[config.mk]
export PLATFORM = sky130hd
export DESIGN_NAME = quoted_word_tokenizer_top
export DESIGN_NICKNAME = d
export VERILOG_FILES = /design/src/hw/rtl/qwt_pkg.sv /design/src/hw/rtl/qwt_lexer.sv /design/src/hw/rtl/qwt_res_queue.sv /design/src/hw/rtl/quoted_word_tokenizer_top.sv
export SDC_FILE = /design/constraint.sdc
export NUM_CORES = 1
export LEC_CHECK = 0
export ABC_AREA = 0
export BUFFER_PORTS_ARGS = -buffer_cell sky130_fd_sc_hd__buf_2
export CORE_ASPECT_RATIO = 1.5
export CORE_MARGIN = 8
export CORE_UTILIZATION = 56
export CTS_BUF_LIST = sky130_fd_sc_hd__clkbuf_2
export CTS_CLUSTER_SIZE = 40
export DETAILED_ROUTE_END_ITERATION = 7
export GPL_ROUTABILITY_DRIVEN = 0
export MAX_ROUTING_LAYER = met4
export PLACE_DENSITY = 0.75
export RECOVER_POWER = 25
export SLEW_MARGIN = 30
export SYNTH_ARGS = -nofsm -noshare
export SYNTH_HDL_FRONTEND = slang
export SYNTH_SLANG_ARGS = --single-unit
[constraint.sdc]
create_clock -name aclk -period 3.4 [get_ports aclk]
set_input_delay 0.68 -clock aclk [delete_from_list [all_inputs] [get_ports aclk]]
set_output_delay 0.68 -clock aclk [all_outputs]
set_load 0.05 [all_outputs]
[src/hw/rtl/qwt_pkg.sv]
// ---------------------------------------------------------------------------
// Quoted word tokenizer package
// Character codes, result codes and result types shared by the tokenizer.
// ---------------------------------------------------------------------------
package qwt_pkg;

    localparam logic [7:0] CHAR_SEMI   = 8'h3B;
    localparam logic [7:0] CHAR_BSLASH = 8'h5C;
    localparam logic [7:0] CHAR_SQUOTE = 8'h27;
    localparam logic [7:0] CHAR_DQUOTE = 8'h22;
    localparam logic [7:0] CHAR_SPACE  = 8'h20;
    localparam logic [7:0] CHAR_TAB    = 8'h09;
    localparam logic [7:0] CHAR_CR     = 8'h0D;

    localparam logic KIND_DATA = 1'b0;
    localparam logic KIND_END  = 1'b1;

    localparam logic [1:0] STOP_WS   = 2'd0;
    localparam logic [1:0] STOP_SEMI = 2'd1;
    localparam logic [1:0] STOP_EOT  = 2'd2;

    localparam int QueueDepth = 4;
    localparam int QueuePtrW  = $clog2(QueueDepth);
    localparam int QueueCntW  = $clog2(QueueDepth + 1);

    typedef struct packed {
        logic [7:0] out_byte;
        logic       kind;
        logic [1:0] stop_reason;
        logic       last;
    } res_t;

    typedef struct packed {
        logic [1:0] count;
        res_t       res0;
        res_t       res1;
    } res_pair_t;

    function automatic logic is_ws(input logic [7:0] c);
        return (c == CHAR_SPACE) || ((c >= CHAR_TAB) && (c <= CHAR_CR));
    endfunction

    function automatic res_t data_res(input logic [7:0] c);
        res_t r;
        r.out_byte    = c;
        r.kind        = KIND_DATA;
        r.stop_reason = STOP_WS;
        r.last        = 1'b0;
        return r;
    endfunction

    function automatic res_t end_res(input logic [1:0] why);
        res_t r;
        r.out_byte    = 8'h00;
        r.kind        = KIND_END;
        r.stop_reason = why;
        r.last        = 1'b1;
        return r;
    endfunction

endpackage

[src/hw/rtl/qwt_lexer.sv]
// ---------------------------------------------------------------------------
// Quoted word tokenizer lexer
// Holds the quoting state and turns one text byte into up to two results.
// ---------------------------------------------------------------------------
module qwt_lexer (
    input  logic              aclk,
    input  logic              aresetn,
    input  logic              item_en,
    input  logic [7:0]        char_byte,
    input  logic              first_of_text,
    input  logic              end_of_text,
    output qwt_pkg::res_pair_t pair
);
    import qwt_pkg::*;

    logic skip_reg, sq_reg, dq_reg, esc_reg, fin_reg;
    logic skip_next, sq_next, dq_next, esc_next, fin_next;
    logic skip_cur, sq_cur, dq_cur, esc_cur, fin_cur;
    logic keep_bs;
    logic ws;

    always_comb begin
        skip_cur = first_of_text ? 1'b1 : skip_reg;
        sq_cur   = first_of_text ? 1'b0 : sq_reg;
        dq_cur   = first_of_text ? 1'b0 : dq_reg;
        esc_cur  = first_of_text ? 1'b0 : esc_reg;
        fin_cur  = first_of_text ? 1'b0 : fin_reg;
        ws       = is_ws(char_byte);

        skip_next = skip_cur;
        sq_next   = sq_cur;
        dq_next   = dq_cur;
        esc_next  = esc_cur;
        fin_next  = fin_cur;
        keep_bs   = 1'b0;

        pair.count = 2'd0;
        pair.res0  = data_res(char_byte);
        pair.res1  = data_res(char_byte);

        if (fin_cur) begin
            pair.count = 2'd0;
        end else if (end_of_text) begin
            pair.count = 2'd1;
            pair.res0  = end_res(STOP_EOT);
            fin_next   = 1'b1;
            esc_next   = 1'b0;
            skip_next  = 1'b0;
        end else if (skip_cur && ws) begin
            pair.count = 2'd0;
        end else begin
            skip_next = 1'b0;
            if (esc_cur) begin
                if (sq_cur) begin
                    keep_bs = (char_byte != CHAR_BSLASH) && (char_byte != CHAR_SQUOTE);
                end else if (dq_cur) begin
                    keep_bs = (char_byte != CHAR_BSLASH) && (char_byte != CHAR_DQUOTE);
                end else begin
                    keep_bs = (char_byte != CHAR_BSLASH) && (char_byte != CHAR_SQUOTE)
                              && (char_byte != CHAR_DQUOTE) && !ws;
                end
                esc_next = 1'b0;
                if (keep_bs) begin
                    pair.count     = 2'd2;
                    pair.res0      = data_res(CHAR_BSLASH);
                    pair.res1.last = 1'b1;
                end else begin
                    pair.count     = 2'd1;
                    pair.res0.last = 1'b1;
                end
            end else if (char_byte == CHAR_BSLASH) begin
                esc_next = 1'b1;
            end else if (sq_cur) begin
                if (char_byte == CHAR_SQUOTE) begin
                    sq_next = 1'b0;
                end else begin
                    pair.count     = 2'd1;
                    pair.res0.last = 1'b1;
                end
            end else if (dq_cur) begin
                if (char_byte == CHAR_DQUOTE) begin
                    dq_next = 1'b0;
                end else begin
                    pair.count     = 2'd1;
                    pair.res0.last = 1'b1;
                end
            end else if (char_byte == CHAR_SQUOTE) begin
                sq_next = 1'b1;
            end else if (char_byte == CHAR_DQUOTE) begin
                dq_next = 1'b1;
            end else if (ws) begin
                pair.count = 2'd1;
                pair.res0  = end_res(STOP_WS);
                fin_next   = 1'b1;
            end else if (char_byte == CHAR_SEMI) begin
                pair.count = 2'd1;
                pair.res0  = end_res(STOP_SEMI);
                fin_next   = 1'b1;
            end else begin
                pair.count     = 2'd1;
                pair.res0.last = 1'b1;
            end
        end
    end

    always_ff @(posedge aclk) begin
        if (!aresetn) begin
            skip_reg <= 1'b1;
            sq_reg   <= 1'b0;
            dq_reg   <= 1'b0;
            esc_reg  <= 1'b0;
            fin_reg  <= 1'b0;
        end else if (item_en) begin
            skip_reg <= skip_next;
            sq_reg   <= sq_next;
            dq_reg   <= dq_next;
            esc_reg  <= esc_next;
            fin_reg  <= fin_next;
        end
    end

endmodule

[src/hw/rtl/qwt_res_queue.sv]
// ---------------------------------------------------------------------------
// Quoted word tokenizer result queue
// Takes up to two results per cycle and delivers them one per transfer.
// ---------------------------------------------------------------------------
module qwt_res_queue (
    input  logic               aclk,
    input  logic               aresetn,
    input  logic               push_en,
    input  qwt_pkg::res_pair_t push_pair,
    output logic               room,
    output logic               out_valid,
    input  logic               out_ready,
    output qwt_pkg::res_t      out_res
);
    import qwt_pkg::*;

    res_t                 mem [QueueDepth];
    logic [QueuePtrW-1:0] wr_ptr_reg, wr_ptr_next;
    logic [QueuePtrW-1:0] rd_ptr_reg, rd_ptr_next;
    logic [QueueCntW-1:0] count_reg, count_next;
    logic [1:0]           push_n;
    logic                 pop;

    assign push_n    = push_en ? push_pair.count : 2'd0;
    assign out_valid = (count_reg != '0);
    assign pop       = out_valid && out_ready;
    assign out_res   = mem[rd_ptr_reg];
    assign room      = (count_reg <= QueueCntW'(QueueDepth - 2));

    always_comb begin
        wr_ptr_next = wr_ptr_reg + QueuePtrW'(push_n);
        rd_ptr_next = rd_ptr_reg + QueuePtrW'(pop);
        count_next  = count_reg + QueueCntW'(push_n) - QueueCntW'(pop);
    end

    always_ff @(posedge aclk) begin
        if (push_n != 2'd0) begin
            mem[wr_ptr_reg] <= push_pair.res0;
        end
        if (push_n == 2'd2) begin
            mem[wr_ptr_reg + QueuePtrW'(1)] <= push_pair.res1;
        end
    end

    always_ff @(posedge aclk) begin
        if (!aresetn) begin
            wr_ptr_reg <= '0;
            rd_ptr_reg <= '0;
            count_reg  <= '0;
        end else begin
            wr_ptr_reg <= wr_ptr_next;
            rd_ptr_reg <= rd_ptr_next;
            count_reg  <= count_next;
        end
    end

endmodule

[src/hw/rtl/quoted_word_tokenizer_top.sv]
// ---------------------------------------------------------------------------
// Quoted word tokenizer top level
// Extracts one shell-style quoted word from a byte stream.
// ---------------------------------------------------------------------------
// Each input transfer is first held in the input register; its results are then
// written into the result queue, from which they are offered.
// Throughput: one input transfer per cycle; an escaped byte that keeps its
// backslash yields two results, which leave one after the other through the
// four-entry result queue. The input stalls only while the queue holds three
// or more results. Reset clears the parser state and empties the queue.
module quoted_word_tokenizer_top (
    input  logic        aclk,
    input  logic        aresetn,
    input  logic        s_tvalid,
    output logic        s_tready,
    input  logic [7:0]  s_tdata,   // [7:0] char_byte
    input  logic [0:0]  s_tuser,   // [0] first_of_text
    input  logic        s_tlast,   // end_of_text
    output logic        m_tvalid,
    input  logic        m_tready,
    output logic [15:0] m_tdata,   // [7:0] out_byte, [9:8] stop_reason, rest zero
    output logic [0:0]  m_tuser,   // [0] kind
    output logic        m_tlast    // last
);
    import qwt_pkg::*;

    logic       in_valid_reg, in_valid_next;
    logic [7:0] char_reg;
    logic       first_reg;
    logic       eot_reg;
    logic       s_xfer;
    logic       advance;
    logic       room;
    res_pair_t  pair;
    res_t       out_res;

    assign s_xfer   = s_tvalid && s_tready;
    assign advance  = in_valid_reg && room;
    assign s_tready = !in_valid_reg || room;

    always_comb begin
        in_valid_next = in_valid_reg;
        if (s_xfer) begin
            in_valid_next = 1'b1;
        end else if (advance) begin
            in_valid_next = 1'b0;
        end
    end

    always_ff @(posedge aclk) begin
        if (!aresetn) begin
            in_valid_reg <= 1'b0;
        end else begin
            in_valid_reg <= in_valid_next;
        end
    end

    always_ff @(posedge aclk) begin
        if (s_xfer) begin
            char_reg  <= s_tdata;
            first_reg <= s_tuser[0];
            eot_reg   <= s_tlast;
        end
    end

    qwt_lexer u_lexer (
        .aclk          (aclk),
        .aresetn       (aresetn),
        .item_en       (advance),
        .char_byte     (char_reg),
        .first_of_text (first_reg),
        .end_of_text   (eot_reg),
        .pair          (pair)
    );

    qwt_res_queue u_queue (
        .aclk      (aclk),
        .aresetn   (aresetn),
        .push_en   (advance),
        .push_pair (pair),
        .room      (room),
        .out_valid (m_tvalid),
        .out_ready (m_tready),
        .out_res   (out_res)
    );

    assign m_tdata = {6'b0, out_res.stop_reason, out_res.out_byte};
    assign m_tuser = out_res.kind;
    assign m_tlast = out_res.last;

endmodule

## Word-level counts from Yosys, hierarchy flattened

Memories as Yosys holds them, arrays and structs flattened. A register that Yosys moved wholly into a read port is not among the register bits.
Cells that the tools add are included.

- Add/sub/neg operators: 5
- $lt $le $gt $ge: 3
- Eq/ne operators: 9
- Multiplexer cells: 84
- Reductions and logical operators: 16

Operators by type and width:

| kind | number |
|---|---|
| 14-bit 2-to-1 mux | 5 |
| 1-bit 2-to-1 mux | 65 |
| 11-bit 2-to-1 mux | 4 |
| 12-bit 2-to-1 mux | 3 |
| 8-bit by 6-bit equality test with 1-bit output (second input constant) | 4 |
| 8-bit by 6-bit != test with 1-bit output (second input constant) | 2 |
| 2-bit 2-to-1 mux | 7 |
| 1-bit logical AND | 9 |
| 8-bit by 7-bit equality test with 1-bit output (second input constant) | 1 |
| 8-bit by 4-bit greater-or-equal comparator with 1-bit output (second input constant) | 1 |
| 8-bit by 4-bit <= comparator with 1-bit output (second input constant) | 1 |
| 8-bit by 7-bit != test with 1-bit output (second input constant) | 1 |
| 2-bit nonzero test | 2 |
| 3-bit by 2-bit adder with 3-bit output | 1 |
| 3-bit by 2-bit <= comparator with 1-bit output (second input constant) | 1 |
| 3-bit nonzero test | 1 |
| 3-bit by 1-bit subtractor with 3-bit output | 1 |
| 2-bit by 1-bit adder with 2-bit output | 1 |
| 2-bit by 1-bit adder with 2-bit output (second input constant) | 1 |
| 2-bit adder | 1 |
| 2-bit equality test (second input constant) | 1 |
| 1-bit zero test | 2 |
| 1-bit logical OR | 2 |

- Register bits after elaboration: 23
- Memory bits (writable): 48
- Bits of input ports: 14
- Output and inout port bits: 20
- Word-level logic and storage cells: 130
- Memories: 1

Memories:

| name | words | bits a word | rd ports | clocked after Yosys merged registers in | wr ports | RTL line | text |
|---|---|---|---|---|---|---|---|
| u_queue.mem | 4 | 12 | 1 | 1 | 2 | qwt_res_queue.sv:17 | `res_t mem [QueueDepth];` |

## Longest topological paths before layout

- Word-level depth: 20
- Depth in mapped cells: 14
- Gate-level depth less buffers: 12

## Modules after synthesis

From an unflattened synthesis, not the netlist that was laid out.

- Cells, all modules: 318
- Area, all modules: 4129.0 um^2

Modules (own cells, without submodules):

| module | times used | cells each | area an instance (um^2) | sequential area each (um^2) |
|---|---|---|---|---|
| qwt_res_queue | 1 | 170 | 2826.5 | 1581.5 |
| qwt_lexer | 1 | 125 | 888.4 | 100.1 |
| quoted_word_tokenizer_top | 1 | 23 | 414.1 | 320.3 |

## Least setup slack after synthesis

No wires, ideal clock.

- Kind: reg-to-reg
- From: register char_reg[3]
- To: register u_queue.count_reg[2]
- Library setup time: 115 ps
- Arrival time: 3157 ps
- Required time: 3285 ps
- Slack: 128 ps
- Stages on the path, launching flop included: 14
- Path buffers: 1
- Period minus slack after synthesis: 3272 ps
- Cell sequence: edfxtp_1 > or4b_2 > o21ai_1 > a31o_2 > a21oi_1 > clkbuf_1 > o31a_1 > nor3_1 > ha_1 > inv_1 > fa_1 > xor2_1 > xnor2_1 > and2_1

- Longest elaborated chain between the ends: 19
- Elaborated cells between the ends (all ways): 38
- Those cells by class: add/sub: 2; order compare: 2; eq/ne: 7; mux: 19; reduce/logical: 8

Ends and longest elaborated chain:

| element | RTL line | text |
|---|---|---|
| from (decl) | quoted_word_tokenizer_top.sv:28 | `logic [7:0] char_reg;` |
| from (signal assigned) | quoted_word_tokenizer_top.sv:60 | `char_reg <= s_tdata;` |
| 8-bit by 4-bit greater-or-equal comparator with 1-bit output or 8-bit by 4-bit <= comparator with 1-bit output (tied branches) | qwt_pkg.sv:40 | `return (c == CHAR_SPACE) \|\| ((c >= CHAR_TAB) && (c <= CHAR_CR));` |
| 1-bit logical AND | qwt_pkg.sv:40 |  |
| 1-bit logical OR | qwt_pkg.sv:40 |  |
| 1-bit zero test | qwt_lexer.sv:60 | `&& (char_byte != CHAR_DQUOTE) && !ws;` |
| 1-bit logical AND | qwt_lexer.sv:60 |  |
| 1-bit 2-to-1 mux | qwt_lexer.sv:56 | `end else if (dq_cur) begin` |
| 1-bit 2-to-1 mux | qwt_lexer.sv:54 | `if (sq_cur) begin` |
| 1-bit 2-to-1 mux | qwt_lexer.sv:53 | `if (esc_cur) begin` |
| [3 not listed] | n/a |  |
| 2-bit 2-to-1 mux | qwt_lexer.sv:63 | `if (keep_bs) begin` |
| 14-bit 2-to-1 mux | qwt_lexer.sv:53 |  |
| 2-bit 2-to-1 mux * | qwt_lexer.sv:49 | `end else if (skip_cur && ws) begin` |
| 14-bit 2-to-1 mux * | qwt_lexer.sv:43 | `end else if (end_of_text) begin` |
| 2-bit 2-to-1 mux * | qwt_lexer.sv:41 | `if (fin_cur) begin` |
| 2-bit 2-to-1 mux * | qwt_res_queue.sv:24 | `assign push_n = push_en ? push_pair.count : 2'd0;` |
| 3-bit by 2-bit adder with 3-bit output * | qwt_res_queue.sv:33 | `count_next = count_reg + QueueCntW'(push_n) - QueueCntW'(pop);` |
| 3-bit by 1-bit subtractor with 3-bit output * | qwt_res_queue.sv:33 |  |
| to (signal assigned) | qwt_res_queue.sv:53 | `count_reg <= count_next;` |
| to (decl) | qwt_res_queue.sv:20 | `logic [QueueCntW-1:0] count_reg, count_next;` |

Every way passes the cells marked *; elsewhere a longest branch is shown, timed or not. The select of a mux whose other input is x is not followed.
A chain may end at the register's enable or synchronous reset.

## Final worst setup path

- From: register char_reg[0]
- To: register u_queue.count_reg[2]

Same word-level chain as after synthesis.

==> impl_metrics.py <==
metrics = {
    "setup_path": {
        "wp_data_required_ns": 3.83,
        "critical_path_arrival_ns": 3.67,
        "setup.worst_path.class": "flop to flop",
        "end_kind": "flop",
        "worst_r2r_path_depth": 12,
        "worst_setup_path_start_kind": "flop",
        "cp_max_fo": 3,
    },
    "outcome": {
        "outcome": "complete, no violations",
    },
    "global_routing": {
        "grt_start_max_net_pins": 20,
        "grt_total_ovfl": 0,
        "global_route.usage.total_pct": 20.1,
        "antenna_found_initial": 0,
        "global_route_wire_length_before_repair_mm": 15.6,
        "grt_pass1_vias": 3222,
    },
    "cts": {
        "cts.repair.resized": 0,
        "path_clk_slew_ns": 0.17,
        "tritoncts.num_buffers": 9,
        "max-clock-path-buffers": 2,
        "cts_tree": "built",
        "hold_buffers": 0,
        "clock_insertion_delay_worst_skew_ns": 0.52,
        "clock-root-buffer": "sky130_fd_sc_hd__clkbuf_2",
        "cts.sinks": 71,
        "htree_num_levels": 3,
        "post_cts.repair.setup_buffers": 0,
    },
    "floorplan": {
        "io-pin-count": 34,
        "initial_utilization_pct": 56.8,
        "fp.coreArea_um2": 7080,
        "chipWidth_um": 85.2,
        "placementRows": 38,
        "fp.dieArea_um2": 10200,
        "chipHeight_um": 120,
    },
    "timing": {
        "worst_hold_slack_ns": 0.333,
        "post-route-period-util_pct": 95.2,
        "relSlewSlack_pct": 53.9,
        "fin_skew_ns": 0.0295,
        "worst_slew_pin_slew_ns": 0.691,
        "max_freq_mhz": 309,
        "hold_viol": 0,
        "min_tclk_post_route_ns": 3.24,
        "final_critical_path_setup_slack_ns": 0.162,
        "report.final.setup_viol": 0,
        "post_route_setup_tns_ns": 0,
        "drv_slew": 0,
        "unrepaired_setup_endpoints_after_global_routing": "no",
    },
    "pwr": {
        "power_report.internal_total_uw": 1490,
        "netSwitchingFraction_pct": 40.1,
        "p_per_area_nw_per_um2": 563,
        "total_leakage_power_uw": 0.00165,
        "share_of_total_power_in_sequential_cells_pct": 44.6,
        "clkPwrFrac_pct": 15.1,
        "p_comb_share_pct": 40.3,
        "vdd_ir_drop_max_mv": 0.360,
        "p_switching_uw": 995,
    },
    "cells_and_area": {
        "final_layout_size_suffix_gt1_share_pct": 21.6,
        "largest_register_ffs": 48,
        "syn_to_final_growth_pct": 9.74,
        "number_of_antenna_cells_inserted": 0,
        "finish.net_count": 436,
    },
    "synthesis": {
        "seq_area_frac_synth_pct": 46.8,
        "synth_edf_count": 46,
        "netlist.area_leader.share_pct": 34.3,
        "synth_top_area_cell": "sky130_fd_sc_hd__edfxtp_1",
        "ys_top_cells_by_area": "sky130_fd_sc_hd__edfxtp_1 (34%), sky130_fd_sc_hd__dfxtp_1 (12%), sky130_fd_sc_hd__mux4_2 (6.7%)",
        "post_synth_instance_area_um2": 4020,
        "ys_ff_latch": 71,
        "yosys_most_used_dff": "sky130_fd_sc_hd__edfxtp_1",
        "synth_area_per_cell_um2": 10.7,
        "synth.top_cells.by_count": "sky130_fd_sc_hd__edfxtp_1 (46), sky130_fd_sc_hd__nand2_1 (30), sky130_fd_sc_hd__dfxtp_1 (25), sky130_fd_sc_hd__clkbuf_1 (20)",
        "synth_cells": 376,
        "synth.lib_cells_used.distinct": 63,
        "async_set_or_reset_flop_fraction_in_the_synthesized_netlist_pct": 0,
        "post-synth-top-count-cell": "sky130_fd_sc_hd__edfxtp_1",
        "synth-warning-count": 0,
    },
    "routing": {
        "routedWlPerCell_um": 18.9,
        "vias": 3242,
        "routed_wirelength_mm": 9.47,
        "drc": 0,
        "via_per_inst": 6.47,
        "antenna_violating_nets_post_route": 0,
        "dr.pass1.iters": 5,
        "detail_route.iter0.violations": 264,
    },
    "worst_hold_path": {
        "min-delay-path-class": "primary input to flop",
        "whs_path_depth": 1,
    },
    "place": {
        "dp.final_hpwl_mm": 7.26,
        "numPortBuffers": 27,
        "dp_worst_setup_slack_ns": 0.108,
    },
    "job": {
        "cap_violations": 0,
    },
}
## cells in the final DEF, fill, tap and decap left out, types with 5 or more instances in the layout
cell type,count
sky130_fd_sc_hd__buf_4,28
sky130_fd_sc_hd__o21ai_0,8
sky130_fd_sc_hd__a21boi_0,8
sky130_fd_sc_hd__clkbuf_2,11
sky130_fd_sc_hd__a22o_1,11
sky130_fd_sc_hd__edfxtp_1,46
sky130_fd_sc_hd__inv_1,12
sky130_fd_sc_hd__nand2_1,30
sky130_fd_sc_hd__and2_1,7
sky130_fd_sc_hd__nor2_1,10
sky130_fd_sc_hd__mux4_2,12
sky130_fd_sc_hd__buf_2,25
sky130_fd_sc_hd__a21oi_1,18
sky130_fd_sc_hd__dfxtp_1,25
sky130_fd_sc_hd__o22ai_1,5
sky130_fd_sc_hd__o2bb2ai_1,8
sky130_fd_sc_hd__ha_1,5
sky130_fd_sc_hd__conb_1,6
sky130_fd_sc_hd__nor2b_1,9
sky130_fd_sc_hd__nor3_1,9
sky130_fd_sc_hd__o31ai_1,9
sky130_fd_sc_hd__nand4_1,6
sky130_fd_sc_hd__nand2b_1,5
sky130_fd_sc_hd__nand3_1,18
sky130_fd_sc_hd__a31oi_1,6
## cell families (layout without fill, tap and decap cells)
| logic type | after synthesis | after routing | synth area share (%) |
|---|---|---|---|
| compound gates | 104 | 104 | 19.4 |
| xor+xnor | 5 | 5 | 1.09 |
| fa+ha+maj | 6 | 6 | 2.05 |
| buf+inv | 44 | 84 | 5.01 |
| flops | 71 | 71 | 46.8 |
| mux | 14 | 14 | 7.22 |
| other cells | 1 | 6 | 0.0932 |
| simple gates | 131 | 131 | 18.4 |
## layout make-up
class	count	area [um^2]
tap	80	100
timing repair buffer	56	347
clock buffer	11	55.1
sequential	71	1880
clock inverter	5	26.3
multi-input combinational	266	1960
inverter	12	45.0
fill	579	2670
## worst max-delay path, stage by stage, from the launching register on
cell and delay [ns]:
sky130_fd_sc_hd__edfxtp_1 0.42, sky130_fd_sc_hd__or4b_2 0.72, sky130_fd_sc_hd__o21ai_1 0.20, sky130_fd_sc_hd__a31o_2 0.18, sky130_fd_sc_hd__a21oi_1 0.08, sky130_fd_sc_hd__o31a_1 0.35
sky130_fd_sc_hd__nor3_2 0.16, sky130_fd_sc_hd__ha_1 0.18, sky130_fd_sc_hd__inv_1 0.05, sky130_fd_sc_hd__fa_1 0.38, sky130_fd_sc_hd__xor2_1 0.17, sky130_fd_sc_hd__xnor2_1 0.12
sky130_fd_sc_hd__and2_1 0.15
## path summary, 6_finish.rpt
path,startpoint,endpoint,slack [ns]
worst max-delay path,char_reg[0],u_queue.count_reg[2],0.16
worst min-delay path,s_tlast,eot_reg,0.33
worst max register to register,char_reg[0],u_queue.count_reg[2],0.16
worst min register to register,u_queue.mem[3][1],u_queue.mem[3][1],0.48
## metal layers
layer / routed length (um) / vias to the layer above / global-route usage (%)
li1: - / 1526 / -
met1: 3730 / 1525 / 20.9
met2: 4850 / 154 / 33.9
met3: 492 / 37 / 4.18
met4: 395 / 0 / 12.3
met5: 0 / - / -
## power groups by stage
| stage | clock network, uW | registers (uW) | logic (uW) |
|---|---|---|---|
| 4_1_cts | 390 | 1110 | 1010 |
| 2_1_floorplan | 0 | 1100 | 792 |
| 3_3_place_gp | 0 | 1120 | 991 |
| 3_5_place_dp | 0 | 1130 | 1010 |
| 6_report | 374 | 1110 | 1000 |
| 5_1_grt | 415 | 1120 | 1080 |
## through the flow
stage / area (um^2) / total power, uW / std cells / util (%)
6_report: 4410 / 2480 / 501 / 62.3
2_1_floorplan: 4040 / 1890 / 381 / -
3_3_place_gp: 4340 / 2110 / 485 / 61.2
5_1_grt: 4410 / 2620 / 501 / 62.3
4_1_cts: 4420 / 2510 / 501 / 62.4
3_5_place_dp: 4340 / 2130 / 485 / 61.2
Power figures use the tool's default switching activity.
